File: src/hdl/ppmfd_pkg.sv
// Shared constants, codes and controller/datapath handshake types for the
// PPM frame decoder. No dependencies.
`default_nettype none

package ppmfd_pkg;

  localparam int unsigned CHANNEL_SLOTS_DEF = 8;

  // Item operations
  localparam logic [1:0] OP_EDGE     = 2'd0;
  localparam logic [1:0] OP_TICK     = 2'd1;
  localparam logic [1:0] OP_READ_ONE = 2'd2;
  localparam logic [1:0] OP_READ_ALL = 2'd3;

  // Edge status codes
  localparam logic [2:0] ST_STORED    = 3'd0;
  localparam logic [2:0] ST_PUBLISHED = 3'd1;
  localparam logic [2:0] ST_SHORT     = 3'd2;
  localparam logic [2:0] ST_BAD_WIDTH = 3'd3;
  localparam logic [2:0] ST_OVERFLOW  = 3'd4;
  localparam logic [2:0] ST_IGNORED   = 3'd5;

  // Configuration register indexes
  localparam logic [2:0] REG_ENABLE       = 3'd0;
  localparam logic [2:0] REG_SYNC_GAP     = 3'd1;
  localparam logic [2:0] REG_PULSE_MIN    = 3'd2;
  localparam logic [2:0] REG_PULSE_MAX    = 3'd3;
  localparam logic [2:0] REG_MIN_CHANNELS = 3'd4;
  localparam logic [2:0] REG_TIMEOUT      = 3'd5;

  // Register reset values
  localparam logic [15:0] SYNC_GAP_RST     = 16'd3000;
  localparam logic [15:0] PULSE_MIN_RST    = 16'd900;
  localparam logic [15:0] PULSE_MAX_RST    = 16'd2100;
  localparam logic [4:0]  MIN_CHANNELS_RST = 5'd4;
  localparam logic [15:0] TIMEOUT_RST      = 16'd100;

  localparam logic [15:0] DEFAULT_US = 16'd1500;
  localparam logic [16:0] AGE_MAX    = 17'h10000;

  typedef struct packed {
    logic capture;
    logic exec;
    logic load;
    logic advance;
  } ppmfd_cmd_t;

  typedef struct packed {
    logic last;
  } ppmfd_sts_t;

endpackage

`default_nettype wire

File: src/hdl/ppmfd_ctrl.sv
// Sequencing controller for the PPM frame decoder: accept, execute, load
// result, present result. Uses ppmfd_pkg command/status types.
`default_nettype none

module ppmfd_ctrl import ppmfd_pkg::*; (
  input  wire logic       clk_i,
  input  wire logic       rst_ni,
  input  wire logic       in_valid_i,
  output logic            in_ready_o,
  output logic            out_valid_o,
  input  wire logic       out_ready_i,
  input  wire ppmfd_sts_t sts_i,
  output ppmfd_cmd_t      cmd_o
);

  localparam logic [1:0] S_IDLE = 2'd0;
  localparam logic [1:0] S_EXEC = 2'd1;
  localparam logic [1:0] S_LOAD = 2'd2;
  localparam logic [1:0] S_OUT  = 2'd3;

  logic [1:0] state_q, state_d;

  assign in_ready_o  = (state_q == S_IDLE);
  assign out_valid_o = (state_q == S_OUT);

  always_comb begin
    cmd_o.capture = in_valid_i && in_ready_o;
    cmd_o.exec    = (state_q == S_EXEC);
    cmd_o.load    = (state_q == S_LOAD);
    cmd_o.advance = out_valid_o && out_ready_i && !sts_i.last;
  end

  always_comb begin
    state_d = state_q;
    case (state_q)
      S_IDLE: begin
        if (in_valid_i) state_d = S_EXEC;
      end
      S_EXEC: state_d = S_LOAD;
      S_LOAD: state_d = S_OUT;
      S_OUT: begin
        // walk on to the next channel of a frame read, else go back for input
        if (out_ready_i) state_d = sts_i.last ? S_IDLE : S_LOAD;
      end
      default: state_d = S_IDLE;
    endcase
  end

  always_ff @(posedge clk_i or negedge rst_ni) begin
    if (!rst_ni) begin
      state_q <= S_IDLE;
    end else begin
      state_q <= state_d;
    end
  end

endmodule

`default_nettype wire

File: src/hdl/ppmfd_datapath.sv
// Datapath of the PPM frame decoder: configuration registers, interval
// check, ping-pong channel store, frame age and result register.
// Uses ppmfd_pkg; driven by ppmfd_ctrl.
`default_nettype none

module ppmfd_datapath import ppmfd_pkg::*; #(
  parameter int unsigned CHANNEL_SLOTS = CHANNEL_SLOTS_DEF
) (
  input  wire logic        clk_i,
  input  wire logic        rst_ni,
  input  wire ppmfd_cmd_t  cmd_i,
  output ppmfd_sts_t       sts_o,
  input  wire logic [1:0]  operation_i,
  input  wire logic [31:0] edge_time_us_i,
  input  wire logic [7:0]  channel_index_i,
  input  wire logic        cfg_valid_i,
  input  wire logic [2:0]  cfg_index_i,
  input  wire logic [15:0] cfg_data_i,
  output logic             ok_o,
  output logic [2:0]       edge_status_o,
  output logic [3:0]       channel_slot_o,
  output logic [15:0]      channel_value_o,
  output logic [4:0]       channel_count_o,
  output logic             online_o,
  output logic             last_o
);

  localparam int unsigned SlotW = (CHANNEL_SLOTS > 1) ? $clog2(CHANNEL_SLOTS) : 1;
  localparam int unsigned CntW  = $clog2(CHANNEL_SLOTS + 1);
  localparam logic [CntW-1:0] SlotsCnt = CntW'(CHANNEL_SLOTS);

  // configuration
  logic        enable_q, enable_d;
  logic [15:0] sync_gap_q, sync_gap_d;
  logic [15:0] pulse_min_q, pulse_min_d;
  logic [15:0] pulse_max_q, pulse_max_d;
  logic [4:0]  min_ch_q, min_ch_d;
  logic [15:0] timeout_q, timeout_d;

  // decoder state
  logic [31:0]     last_edge_q, last_edge_d;
  logic [CntW-1:0] fill_q, fill_d;
  logic [CntW-1:0] pub_count_q, pub_count_d;
  logic            held_q, held_d;
  logic [16:0]     age_q, age_d;
  logic            pub_bank_q, pub_bank_d;

  // two banks: one fills while the other is published; publish swaps them
  logic [15:0] store_q [2][CHANNEL_SLOTS];
  logic        wr_en;

  // captured word and execution results
  logic [1:0]      op_q, op_d;
  logic [7:0]      idx_q, idx_d;
  logic [31:0]     pulse_q, pulse_d;
  logic [2:0]      st_q, st_d;
  logic [3:0]      eslot_q, eslot_d;
  logic [15:0]     eval_q, eval_d;
  logic [CntW-1:0] walk_q, walk_d;

  // result register
  logic        ok_q, ok_d;
  logic [2:0]  est_q, est_d;
  logic [3:0]  slot_q, slot_d;
  logic [15:0] val_q, val_d;
  logic [4:0]  cnt_q, cnt_d;
  logic        onl_q, onl_d;
  logic        last_q, last_d;

  logic            in_gap, width_ok, enough, room, online;
  logic [SlotW-1:0] rd_addr;
  logic [15:0]     rd_data;
  logic [CntW-1:0] walk_nxt;

  assign in_gap   = (pulse_q >= {16'd0, sync_gap_q});
  assign width_ok = (pulse_q[31:16] == 16'd0) && (pulse_q[15:0] >= pulse_min_q) &&
                    (pulse_q[15:0] <= pulse_max_q);
  assign enough   = (5'(fill_q) >= min_ch_q);
  assign room     = (fill_q < SlotsCnt);
  assign online   = enable_q && held_q && (age_q <= {1'b0, timeout_q});
  assign walk_nxt = walk_q + CntW'(1);
  assign rd_addr  = (op_q == OP_READ_ONE) ? idx_q[SlotW-1:0] : walk_q[SlotW-1:0];
  assign rd_data  = store_q[pub_bank_q][rd_addr];

  always_comb begin
    enable_d    = enable_q;
    sync_gap_d  = sync_gap_q;
    pulse_min_d = pulse_min_q;
    pulse_max_d = pulse_max_q;
    min_ch_d    = min_ch_q;
    timeout_d   = timeout_q;
    last_edge_d = last_edge_q;
    fill_d      = fill_q;
    pub_count_d = pub_count_q;
    held_d      = held_q;
    age_d       = age_q;
    pub_bank_d  = pub_bank_q;
    op_d        = op_q;
    idx_d       = idx_q;
    pulse_d     = pulse_q;
    st_d        = st_q;
    eslot_d     = eslot_q;
    eval_d      = eval_q;
    walk_d      = walk_q;
    wr_en       = 1'b0;

    if (cmd_i.capture) begin
      op_d    = operation_i;
      idx_d   = channel_index_i;
      pulse_d = edge_time_us_i - last_edge_q;
      walk_d  = '0;
      if (operation_i == OP_EDGE && enable_q) last_edge_d = edge_time_us_i;
    end

    if (cmd_i.exec) begin
      st_d    = ST_IGNORED;
      eslot_d = 4'd0;
      eval_d  = 16'd0;
      case (op_q)
        OP_EDGE: begin
          if (enable_q) begin
            if (in_gap) begin
              if (enough) begin
                pub_bank_d  = ~pub_bank_q;
                pub_count_d = fill_q;
                held_d      = 1'b1;
                age_d       = '0;
                st_d        = ST_PUBLISHED;
              end else begin
                st_d = ST_SHORT;
              end
              fill_d = '0;
            end else if (width_ok) begin
              if (room) begin
                wr_en   = 1'b1;
                eslot_d = 4'(fill_q);
                eval_d  = pulse_q[15:0];
                fill_d  = fill_q + CntW'(1);
                st_d    = ST_STORED;
              end else begin
                fill_d = '0;
                st_d   = ST_OVERFLOW;
              end
            end else begin
              fill_d = '0;
              st_d   = ST_BAD_WIDTH;
            end
          end
        end
        OP_TICK: begin
          if (age_q != AGE_MAX) age_d = age_q + 17'd1;
        end
        default: ;
      endcase
    end

    if (cmd_i.advance) walk_d = walk_nxt;

    if (cfg_valid_i) begin
      case (cfg_index_i)
        REG_ENABLE: begin
          if (cfg_data_i[0]) begin
            if (!enable_q) begin
              fill_d      = '0;
              pub_count_d = '0;
              held_d      = 1'b0;
              age_d       = '0;
            end
            enable_d = 1'b1;
          end else begin
            enable_d = 1'b0;
            held_d   = 1'b0;
            fill_d   = '0;
          end
        end
        REG_SYNC_GAP:     sync_gap_d  = cfg_data_i;
        REG_PULSE_MIN:    pulse_min_d = cfg_data_i;
        REG_PULSE_MAX:    pulse_max_d = cfg_data_i;
        REG_MIN_CHANNELS: min_ch_d    = cfg_data_i[4:0];
        REG_TIMEOUT:      timeout_d   = cfg_data_i;
        default: ;
      endcase
    end
  end

  // result word for the current item or frame position
  always_comb begin
    ok_d   = ok_q;
    est_d  = est_q;
    slot_d = slot_q;
    val_d  = val_q;
    cnt_d  = cnt_q;
    onl_d  = onl_q;
    last_d = last_q;
    if (cmd_i.load) begin
      ok_d   = 1'b1;
      est_d  = ST_IGNORED;
      slot_d = 4'd0;
      val_d  = 16'd0;
      cnt_d  = 5'(pub_count_q);
      onl_d  = online;
      last_d = 1'b1;
      case (op_q)
        OP_EDGE, OP_TICK: begin
          est_d  = st_q;
          slot_d = eslot_q;
          val_d  = eval_q;
        end
        OP_READ_ONE: begin
          if (!online) begin
            ok_d  = 1'b0;
            cnt_d = 5'd0;
          end else begin
            slot_d = idx_q[3:0];
            val_d  = (idx_q < 8'(pub_count_q)) ? rd_data : DEFAULT_US;
          end
        end
        default: begin
          if (!online) begin
            ok_d  = 1'b0;
            cnt_d = 5'd0;
          end else if (pub_count_q != '0) begin
            slot_d = 4'(walk_q);
            val_d  = rd_data;
            last_d = (walk_nxt == pub_count_q);
          end
        end
      endcase
    end
  end

  always_ff @(posedge clk_i or negedge rst_ni) begin
    if (!rst_ni) begin
      enable_q    <= 1'b0;
      sync_gap_q  <= SYNC_GAP_RST;
      pulse_min_q <= PULSE_MIN_RST;
      pulse_max_q <= PULSE_MAX_RST;
      min_ch_q    <= MIN_CHANNELS_RST;
      timeout_q   <= TIMEOUT_RST;
      last_edge_q <= '0;
      fill_q      <= '0;
      pub_count_q <= '0;
      held_q      <= 1'b0;
      age_q       <= '0;
      pub_bank_q  <= 1'b0;
      op_q        <= OP_EDGE;
      walk_q      <= '0;
      last_q      <= 1'b1;
    end else begin
      enable_q    <= enable_d;
      sync_gap_q  <= sync_gap_d;
      pulse_min_q <= pulse_min_d;
      pulse_max_q <= pulse_max_d;
      min_ch_q    <= min_ch_d;
      timeout_q   <= timeout_d;
      last_edge_q <= last_edge_d;
      fill_q      <= fill_d;
      pub_count_q <= pub_count_d;
      held_q      <= held_d;
      age_q       <= age_d;
      pub_bank_q  <= pub_bank_d;
      op_q        <= op_d;
      walk_q      <= walk_d;
      last_q      <= last_d;
    end
  end

  always_ff @(posedge clk_i) begin
    idx_q   <= idx_d;
    pulse_q <= pulse_d;
    st_q    <= st_d;
    eslot_q <= eslot_d;
    eval_q  <= eval_d;
    ok_q    <= ok_d;
    est_q   <= est_d;
    slot_q  <= slot_d;
    val_q   <= val_d;
    cnt_q   <= cnt_d;
    onl_q   <= onl_d;
    if (wr_en) store_q[~pub_bank_q][fill_q[SlotW-1:0]] <= pulse_q[15:0];
  end

  assign sts_o.last      = last_q;
  assign ok_o            = ok_q;
  assign edge_status_o   = est_q;
  assign channel_slot_o  = slot_q;
  assign channel_value_o = val_q;
  assign channel_count_o = cnt_q;
  assign online_o        = onl_q;
  assign last_o          = last_q;

endmodule

`default_nettype wire

File: src/hdl/ppm_frame_decoder.sv
// Top level of the PPM frame decoder: controller plus datapath.
// Depends on ppmfd_pkg, ppmfd_ctrl and ppmfd_datapath.
//
//  channel | handshake               | payload
//  --------+-------------------------+-------------------------------------------
//  in      | in_valid_i / in_ready_o | operation_i, edge_time_us_i, channel_index_i
//  out     | out_valid_o/out_ready_i | ok_o, edge_status_o, channel_slot_o,
//          |                         | channel_value_o, channel_count_o, online_o,
//          |                         | last_o
//  cfg     | cfg_valid_i/cfg_ready_o | cfg_index_i, cfg_data_i
//
// An item passes through accept, execute, load and present with a ready sink.
// A whole-frame read gives one word per stored channel, each through a load
// and a present step of the controller's load/present loop over the single
// store read port. One item is in work at a time; in_ready_o is low until the
// last word is taken. A stalled out_ready_i holds the result word.
// Reset is immediate: channel stores are not cleared and never read unwritten.
`default_nettype none

module ppm_frame_decoder import ppmfd_pkg::*; #(
  parameter int unsigned CHANNEL_SLOTS = CHANNEL_SLOTS_DEF
) (
  input  wire logic        clk_i,
  input  wire logic        rst_ni,
  input  wire logic        in_valid_i,
  output logic             in_ready_o,
  input  wire logic [1:0]  operation_i,
  input  wire logic [31:0] edge_time_us_i,
  input  wire logic [7:0]  channel_index_i,
  output logic             out_valid_o,
  input  wire logic        out_ready_i,
  output logic             ok_o,
  output logic [2:0]       edge_status_o,
  output logic [3:0]       channel_slot_o,
  output logic [15:0]      channel_value_o,
  output logic [4:0]       channel_count_o,
  output logic             online_o,
  output logic             last_o,
  input  wire logic        cfg_valid_i,
  output logic             cfg_ready_o,
  input  wire logic [2:0]  cfg_index_i,
  input  wire logic [15:0] cfg_data_i
);

  ppmfd_cmd_t cmd;
  ppmfd_sts_t sts;

  assign cfg_ready_o = 1'b1;

  ppmfd_ctrl u_ctrl (
    .clk_i       (clk_i),
    .rst_ni      (rst_ni),
    .in_valid_i  (in_valid_i),
    .in_ready_o  (in_ready_o),
    .out_valid_o (out_valid_o),
    .out_ready_i (out_ready_i),
    .sts_i       (sts),
    .cmd_o       (cmd)
  );

  ppmfd_datapath #(
    .CHANNEL_SLOTS (CHANNEL_SLOTS)
  ) u_datapath (
    .clk_i           (clk_i),
    .rst_ni          (rst_ni),
    .cmd_i           (cmd),
    .sts_o           (sts),
    .operation_i     (operation_i),
    .edge_time_us_i  (edge_time_us_i),
    .channel_index_i (channel_index_i),
    .cfg_valid_i     (cfg_valid_i),
    .cfg_index_i     (cfg_index_i),
    .cfg_data_i      (cfg_data_i),
    .ok_o            (ok_o),
    .edge_status_o   (edge_status_o),
    .channel_slot_o  (channel_slot_o),
    .channel_value_o (channel_value_o),
    .channel_count_o (channel_count_o),
    .online_o        (online_o),
    .last_o          (last_o)
  );

`ifndef SYNTHESIS
  a_one_side: assert property (@(posedge clk_i) disable iff (!rst_ni)
    !(in_ready_o && out_valid_o))
    else $error("input taken while a result word is pending");

  a_latency: assert property (@(posedge clk_i) disable iff (!rst_ni)
    (in_valid_i && in_ready_o) |-> ##3 out_valid_o)
    else $error("result word not presented three cycles after accept");

  a_mid_frame: assert property (@(posedge clk_i) disable iff (!rst_ni)
    (out_valid_o && !last_o) |-> (ok_o && edge_status_o == ST_IGNORED))
    else $error("non-final word outside a successful frame read");
`endif

endmodule

`default_nettype wire

File: config.mk
export PLATFORM = sky130hd
export DESIGN_NAME = ppm_frame_decoder
export DESIGN_NICKNAME = d
export VERILOG_FILES = /design/src/hdl/ppmfd_pkg.sv /design/src/hdl/ppmfd_ctrl.sv /design/src/hdl/ppmfd_datapath.sv /design/src/hdl/ppm_frame_decoder.sv
export SDC_FILE = /design/constraint.sdc
export NUM_CORES = 1
export LEC_CHECK = 0
export BUFFER_PORTS_ARGS = -buffer_cell sky130_fd_sc_hd__buf_2
export CORE_MARGIN = 1
export CORE_UTILIZATION = 67
export DETAILED_ROUTE_END_ITERATION = 16
export PLACE_DENSITY = 0.86
export RECOVER_POWER = 50
export SLEW_MARGIN = 20
export SYNTH_ARGS = -nofsm -noshare
export SYNTH_HDL_FRONTEND = slang
export SYNTH_SLANG_ARGS = --single-unit
File: constraint.sdc
create_clock -name clk_i -period 9.9 [get_ports clk_i]
set_input_delay 0.99 -clock clk_i [delete_from_list [all_inputs] [get_ports clk_i]]
set_output_delay 0.99 -clock clk_i [all_outputs]
set_load 0.02 [all_outputs]
==> summary.md, run 1 <==
| Metric | Value |
|---|---|
| Status | finished, violations left |
| Failing checks | capacitance limit, slew limit |
| CP arrival | 5.22 ns |
| Unrepaired setup endpoints after global routing | no |
| CP Capture Type | flip-flop |
| Ys flop type | edfxtp_1 |
| Crit path largest cell delay | 0.90 ns |
| Post-synthesis sequential area ratio | 62.4% |
| CTS max path bufs | 3 |
| GRT Util Overall | 33.5% |
| Initial antenna violation count | 0 |
| CP Launch Type | flip-flop |
| Async SR Flop Fraction | 28.4% |
| Vias | 14646 |
| Horiz. Die Dim | 185 um |
| Clock transition at path regs | 0.06 ns |
| DRC violations left | 0 |
| Post-route ant nets | 0 |
| Post-route cell area | 0.0250 mm2 |
| Slew margin rel. | -123% |
| Max Clock Skew | 0.0328 ns |
| Pin count of the biggest net entering global routing | 80 |
| DP Wirelength | 34400 um |
| Cts hold-fix bufs | 0 |
| Average cell area after synthesis | 13.6 um2 |
| GR peak layer | met2 |
| Sink Count | 486 |
| Grt ovf | 0 |
| Hold slack | 0.471 ns |
| GR Util met2 | 57.3% |
| Fraction of layout cells with a size suffix above 1 | 20.5% |
| # rows | 66 |
| Area post-placement | 0.0235 mm2 |
| HP Class | reg2reg |
| Max Freq | 0.201 GHz |
| Hold_sp | u_datapath.age_q[16] |
| DRT Pass-1 Iters | 5 |
| Drt wl/cell | 24.6 um |
| DRT iter0 DRCs | 1698 |
| Power density over the cells | 262 mW/mm2 |
| Synth area leader | edfxtp_1 |
| CP Max Fanout | 25 |
| CP delay by family, top | simple AND/OR/NAND/NOR gates |
| Setup tns final | 0 ns |
| I/O pin count | 100 |
| Area delta synth->final | 11.9% |
| CTS tree | yes |
| # diodes | 0 |
| Vias/cell | 6.54 |
| Total die area | 0.0340 mm2 |
| # port buffers | 97 |
| Most used cell along the critical path | buf_4 |
| Number of global-route vias before repair | 14977 |
| Mapped Area | 0.0223 mm2 |
| Core area | 0.0326 mm2 |
| Leak | 0.00963 uW |
| Beginning of the critical path | u_datapath.pulse_q[2] |
| Synth top area cells | edfxtp_1 47%, dfrtp_1 13%, mux4_2 6.5% |
| Die Ht | 185 um |
| Synthesized flop and latch total | 486 |
| Tcrit/Tclk final | 50.2% |
| Grt met3 use | 4.80% |
| Slew Limit Fails | 84 |
| Critical path required time | 10.14 ns |
| Fin. Hold Viols | 0 |
| Slew @ Worst Pin | 3.34 ns |
| Final WL | 55000 um |
| Final design utilization | 76.6% |
| Post-route minimum period | 4.97 ns |
| Top-area cell type share of the netlist area | 46.8% |
| CTS buffer count | 47 |
| Setup bufs post-CTS | 0 |
| Final setup viols | 0 |
| Synth Warn # | 0 |
| Initial core utilization | 68.4% |
| Htree depth | 2 |
| VDD IR max | 0.000204 V |
| EDFF count, synth | 348 |
| Critical path's slowest cell | nor2_1 |
| GR Layer Usage met1 | 42.2% |
| CP bufs+invs | 2 |
| Synth cell types | 67 |
| Reg2reg start | u_datapath.pulse_q[2] |
| Setup Crit Path Kind | reg2reg |
| Final setup margin | 4.93 ns |
| Gates resized, CTS repair | 0 |
| Cells after Synth | 1637 |
| Max-cap viol count | 2 |
| DP Worst Slack | 5.10 ns |
| Worst-Skew Late Latency | 0.57 ns |
| Worst-path cell chain | ha_1 > a211oi_1 > o21ai_0 > o2111ai_1 > a31oi_1 > o22a_1 > nor4b_4 > buf_4 > or4b_4 > nor2_1 > buf_4 |
| Routability Congestion | 0.926 |
| First-pass GRT wire length | 84200 um |
| Nets | 1932 |
| Root buf cell | clkbuf_16 |
[layout make-up]
type                            count  area [um2]
Clock inverter                     34         343
Multi-Input combinational cell    971        7760
Timing Repair Buffer              127         709
Fill cell                        1873        7650
Tap cell                          442         553
Sequential cell                   486       13900
Inverter                          126         473
Clock buffer                       53        1200
[path summary, 6_finish.rpt]
check	to	slack, ns	cells past startpoint
setup / recovery	u_datapath.store_q[1][95]	4.93	11
hold / removal	u_datapath.age_q[16]	0.47	1
setup reg to reg	u_datapath.store_q[1][95]	4.93	11
hold reg to reg	u_datapath.age_q[16]	0.47	1
max in group asynchronous	u_datapath.pub_bank_q	6.02	1
min in group asynchronous	u_datapath.walk_q[3]	1.54	1
[synthesized netlist by cell type (5+ instances only)]
master,number
edfxtp_1,348
nand2_1,160
inv_1,124
dfrtp_1,118
ha_1,106
a21oi_1,74
nor2_1,71
mux2_2,69
o21ai_0,67
mux4_2,64
nand3_1,63
clkbuf_1,48
xnor2_1,28
and2_1,24
a21o_1,20
dfstp_2,20
mux2i_1,16
nand4_1,16
nor3_1,14
nor2b_1,13
a31oi_1,12
o2bb2ai_1,11
and3_1,10
nand2b_1,10
a32o_1,9
nor4_1,9
a211oi_1,8
a22oi_1,7
o21a_1,7
o21bai_1,7
a21boi_0,5
o211ai_1,5
o31ai_1,5
or3_1,5
[worst reg2reg max path, stage by stage, from the launching register on]
cell       delay, ns
edfxtp_1        0.83
ha_1            0.37
a211oi_1        0.20
o21ai_0         0.12
o2111ai_1       0.14
a31oi_1         0.12
o22a_1          0.37
nor4b_4         0.35
buf_4           0.36
or4b_4          0.56
nor2_1          0.90
buf_4           0.35
[per-layer routing]
layer / vias up / share of wire [%]
li1: 6338 / -
met1: 7222 / 37
met2: 889 / 50
met3: 197 / 8.4
met4: 0 / 4.5
met5: - / 0
[sequential cells by signal (all words and copies together), names as in the netlist, 8 cells and up]
register                    count
u_datapath.age_q               17
u_datapath.channel_value_o     16
u_datapath.eval_q              16
u_datapath.idx_q                8
u_datapath.last_edge_q         32
u_datapath.pulse_max_q         16
u_datapath.pulse_min_q         16
u_datapath.pulse_q             32
u_datapath.store_q            256
u_datapath.sync_gap_q          16
u_datapath.timeout_q           16
[power breakdown]
group / switching, uW / total [uW] / internal [uW]
clock network: 769 / 1800 / 1030
logic: 1110 / 1900 / 796
registers: 256 / 2830 / 2570
total: 2130 / 6530 / 4400
[cells in the final DEF, fill, tap and decap left out, types with 12 or more instances in the layout]
| cell type | Yosys | routed |
|---|---|---|
| inv_1 | 124 | 123 |
| mux2_2 | 69 | 70 |
| xnor2_1 | 28 | 28 |
| nor2b_1 | 13 | 13 |
| ha_1 | 106 | 106 |
| nand2_1 | 160 | 160 |
| dfstp_2 | 20 | 20 |
| a31oi_1 | 12 | 12 |
| and2_1 | 24 | 23 |
| dfrtp_1 | 118 | 117 |
| buf_4 | 2 | 23 |
| nor2_1 | 71 | 69 |
| clkinv_1 | 2 | 12 |
| edfxtp_1 | 348 | 348 |
| buf_2 | 1 | 93 |
| nand3_1 | 63 | 63 |
| clkbuf_16 | 0 | 47 |
| nand4_1 | 16 | 16 |
| o21ai_0 | 67 | 67 |
| mux4_2 | 64 | 64 |
| a21o_1 | 20 | 20 |
| clkbuf_1 | 48 | 14 |
| mux2i_1 | 16 | 13 |
| a21oi_1 | 74 | 74 |
[stage by stage]
stage / total power, uW / cells
2_1_floorplan: 4130 / 1638
3_3_place_gp: 4610 / 2150
3_5_place_dp: 4690 / 2152
4_1_cts: 6520 / 2239
5_1_grt: 6810 / 2239
6_report: 6530 / 2239
[cells by family (layout without fill, tap and decap cells)]
logic type | Yosys count | in the layout | synth area share, %
flip-flops | 486 | 486 | 62.4
AND/OR/NAND/NOR | 417 | 417 | 8.95
AO/OA/AOI/OAI | 262 | 262 | 7.51
buffers and inverters | 181 | 340 | 3.12
multiplexers | 150 | 150 | 10.7
adder cells (fa/ha/maj) | 107 | 107 | 6.03
XOR/XNOR | 32 | 32 | 1.26
other | 2 | 3 | 0.0336
Note: power is estimated with default switching activity, not from simulation.
==> inputs of run 2 (changes only) <==
Settings changed: CORE_UTILIZATION 67 to 56, PLACE_DENSITY 0.86 to 0.76.
Clock period 9.9 ns to 4.3 ns, I/O delays scaled along.
==> run 2 against run 1 <==
- sequential power rose by 120%
- combinational power rose by 140%
- core utilization shrank 11 points
- critical path depth shrank 1
- largest power group unchanged
- count of clock-buffer cells in the layout up 16
- clock skew down 0.015 ns
- final area is 1.7% higher
- the run still ends with capacitance limit, slew limit left
- largest cell class unchanged
- sequential share of layout area is 0.91 points lower
==> summary.md, run 2 (same netlist as run 1, synthesis figures left out) <==
| Metric | Value |
|---|---|
| Status | finished, violations left |
| Failing checks | capacitance limit, slew limit |
| Clock transition at path regs | 0.06 ns |
| Power density over the cells | 606 mW/mm2 |
| CP Capture Type | flip-flop |
| First-pass GRT wire length | 81200 um |
| Largest register FFs | 256 |
| Critical path's slowest cell | nor4b_4 |
| CTS tree | yes |
| Commonest cells after routing, fill and taps aside | 348 x edfxtp_1, 160 x nand2_1, 123 x inv_1, 117 x dfrtp_1, 106 x ha_1 |
| Final setup viols | 0 |
| Initial core utilization | 57.2% |
| Pint | 10500 uW |
| CTS buffer count | 49 |
| Slew Limit Fails | 112 |
| Fin. Hold Viols | 0 |
| Vias | 14049 |
| Leak | 0.00981 uW |
| GRT Util Overall | 26.5% |
| # port buffers | 97 |
| Slew @ Worst Pin | 2.78 ns |
| Grt ovf | 0 |
| Final WL | 52600 um |
| Htree depth | 2 |
| Pin count of the biggest net entering global routing | 109 |
| Max Freq | 0.269 GHz |
| Horiz. Die Dim | 202 um |
| Critical path required time | 4.56 ns |
| CTS max path bufs | 3 |
| Initial antenna violation count | 0 |
| Post-route minimum period | 3.71 ns |
| Gates resized, CTS repair | 0 |
| CP Launch Type | flip-flop |
| DP Wirelength | 35000 um |
| Non-Filler Instances | 2350 |
| HP Class | in2reg |
| CP arrival | 3.98 ns |
| Core area | 0.0390 mm2 |
| DRT Pass-1 Iters | 5 |
| Root buf cell | clkbuf_16 |
| Clk network pwr share | 28.8% |
| Total die area | 0.0407 mm2 |
| Setup bufs post-CTS | 0 |
| Worst-Skew Late Latency | 0.58 ns |
| Placed Cells | 2257 |
| Tcrit/Tclk final | 86.3% |
| Net Sw Power | 4910 uW |
| Net Sw Frac | 31.9% |
| Most used cell along the critical path | buf_4 |
| Area delta synth->final | 13.7% |
| Crit path largest cell delay | 0.40 ns |
| R2R setup slack | 0.59 ns |
| Setup tns final | 0 ns |
| Number of global-route vias before repair | 14109 |
| Worst-path cell chain | nor4_1 > nand4_1 > or2_0 > a211o_1 > o22a_1 > nor4b_4 > buf_4 > nand4b_1 > nor3_2 > buf_4 |
| Commonest non-fill, non-tap cell in the layout | edfxtp_1 |
| Unrepaired setup endpoints after global routing | no |
| Post-route ant nets | 0 |
| DP Worst Slack | 0.615 ns |
| Die Ht | 202 um |
| Nets | 1965 |
| VDD IR max | 0.000451 V |
| Final setup margin | 0.587 ns |
| Vias/cell | 5.98 |
| DRT iter0 DRCs | 1290 |
| Fraction of layout cells with a size suffix above 1 | 20.7% |
| Slew margin rel. | -85.2% |
| Sink Count | 486 |
| Routability Congestion | 0.910 |
| I/O pin count | 100 |
| Max-cap viol count | 3 |
| Combinational Power Share | 30.0% |
| # rows | 72 |
| Final design utilization | 65.1% |
| Sequential share of power | 41.3% |
| DRC violations left | 0 |
| CP Max Fanout | 24 |
| # diodes | 0 |
| Setup Crit Path Kind | reg2reg |
| Hold slack | 0.0273 ns |
| Max Clock Skew | 0.0183 ns |
| Drt wl/cell | 22.4 um |
| Cts hold-fix bufs | 0 |
-- run 2: critical path: cells and delay by family, from the launching register on --
family	cells	cell delay (ns)
compound gates	2	0.60
flops	1	0.37
buf+inv	2	0.61
simple gates	6	1.80
-- run 2: path summary, 6_finish.rpt --
| path | from | end | depth (start not counted) |
|---|---|---|---|
| hold / removal | channel_index_i[0] | u_datapath.idx_q[0] | 1 |
| setup reg to reg | u_datapath.pulse_q[28] | u_datapath.store_q[0][126] | 10 |
| setup / recovery | u_datapath.pulse_q[28] | u_datapath.store_q[0][126] | 10 |
| hold reg to reg | u_datapath.last_edge_q[0] | u_datapath.last_edge_q[0] | 2 |
| max in group asynchronous | rst_ni | u_datapath.pub_bank_q | 3 |
| min in group asynchronous | rst_ni | u_datapath.timeout_q[13] | 2 |
-- run 2: routing by layer --
metal | share of wire, % | global-route usage, %
met5 | 0 | 0
met4 | 3.6 | 10.4
met3 | 7.1 | 3.19
met2 | 48 | 43.8
met1 | 41 | 36.1
-- run 2: area by class of cell --
type	instances	area [um2]
Inverter	126	473
Multi-Input combinational cell	971	7750
Timing Repair Buffer	158	902
Clock inverter	22	293
Clock buffer	69	1380
Tap cell	518	648
Sequential cell	486	13900
Fill cell	2794	13600
-- run 2: stage by stage --
step	instance area [um2]	total power (uW)
floorplan	22300	9510
global placement	23700	10900
detailed placement	23700	11000
CTS	25400	15400
global route	25400	16100
finish	25400	15400
-- run 2: power by group through the flow --
| stage | clock (uW) | combinational (uW) | sequential, uW |
|---|---|---|---|
| finish | 4430 | 4610 | 6350 |
| global route | 4640 | 5050 | 6430 |
| CTS | 4470 | 4640 | 6340 |
| floorplan | 0 | 3060 | 6450 |
| detailed placement | 0 | 4590 | 6430 |
| global placement | 0 | 4480 | 6400 |
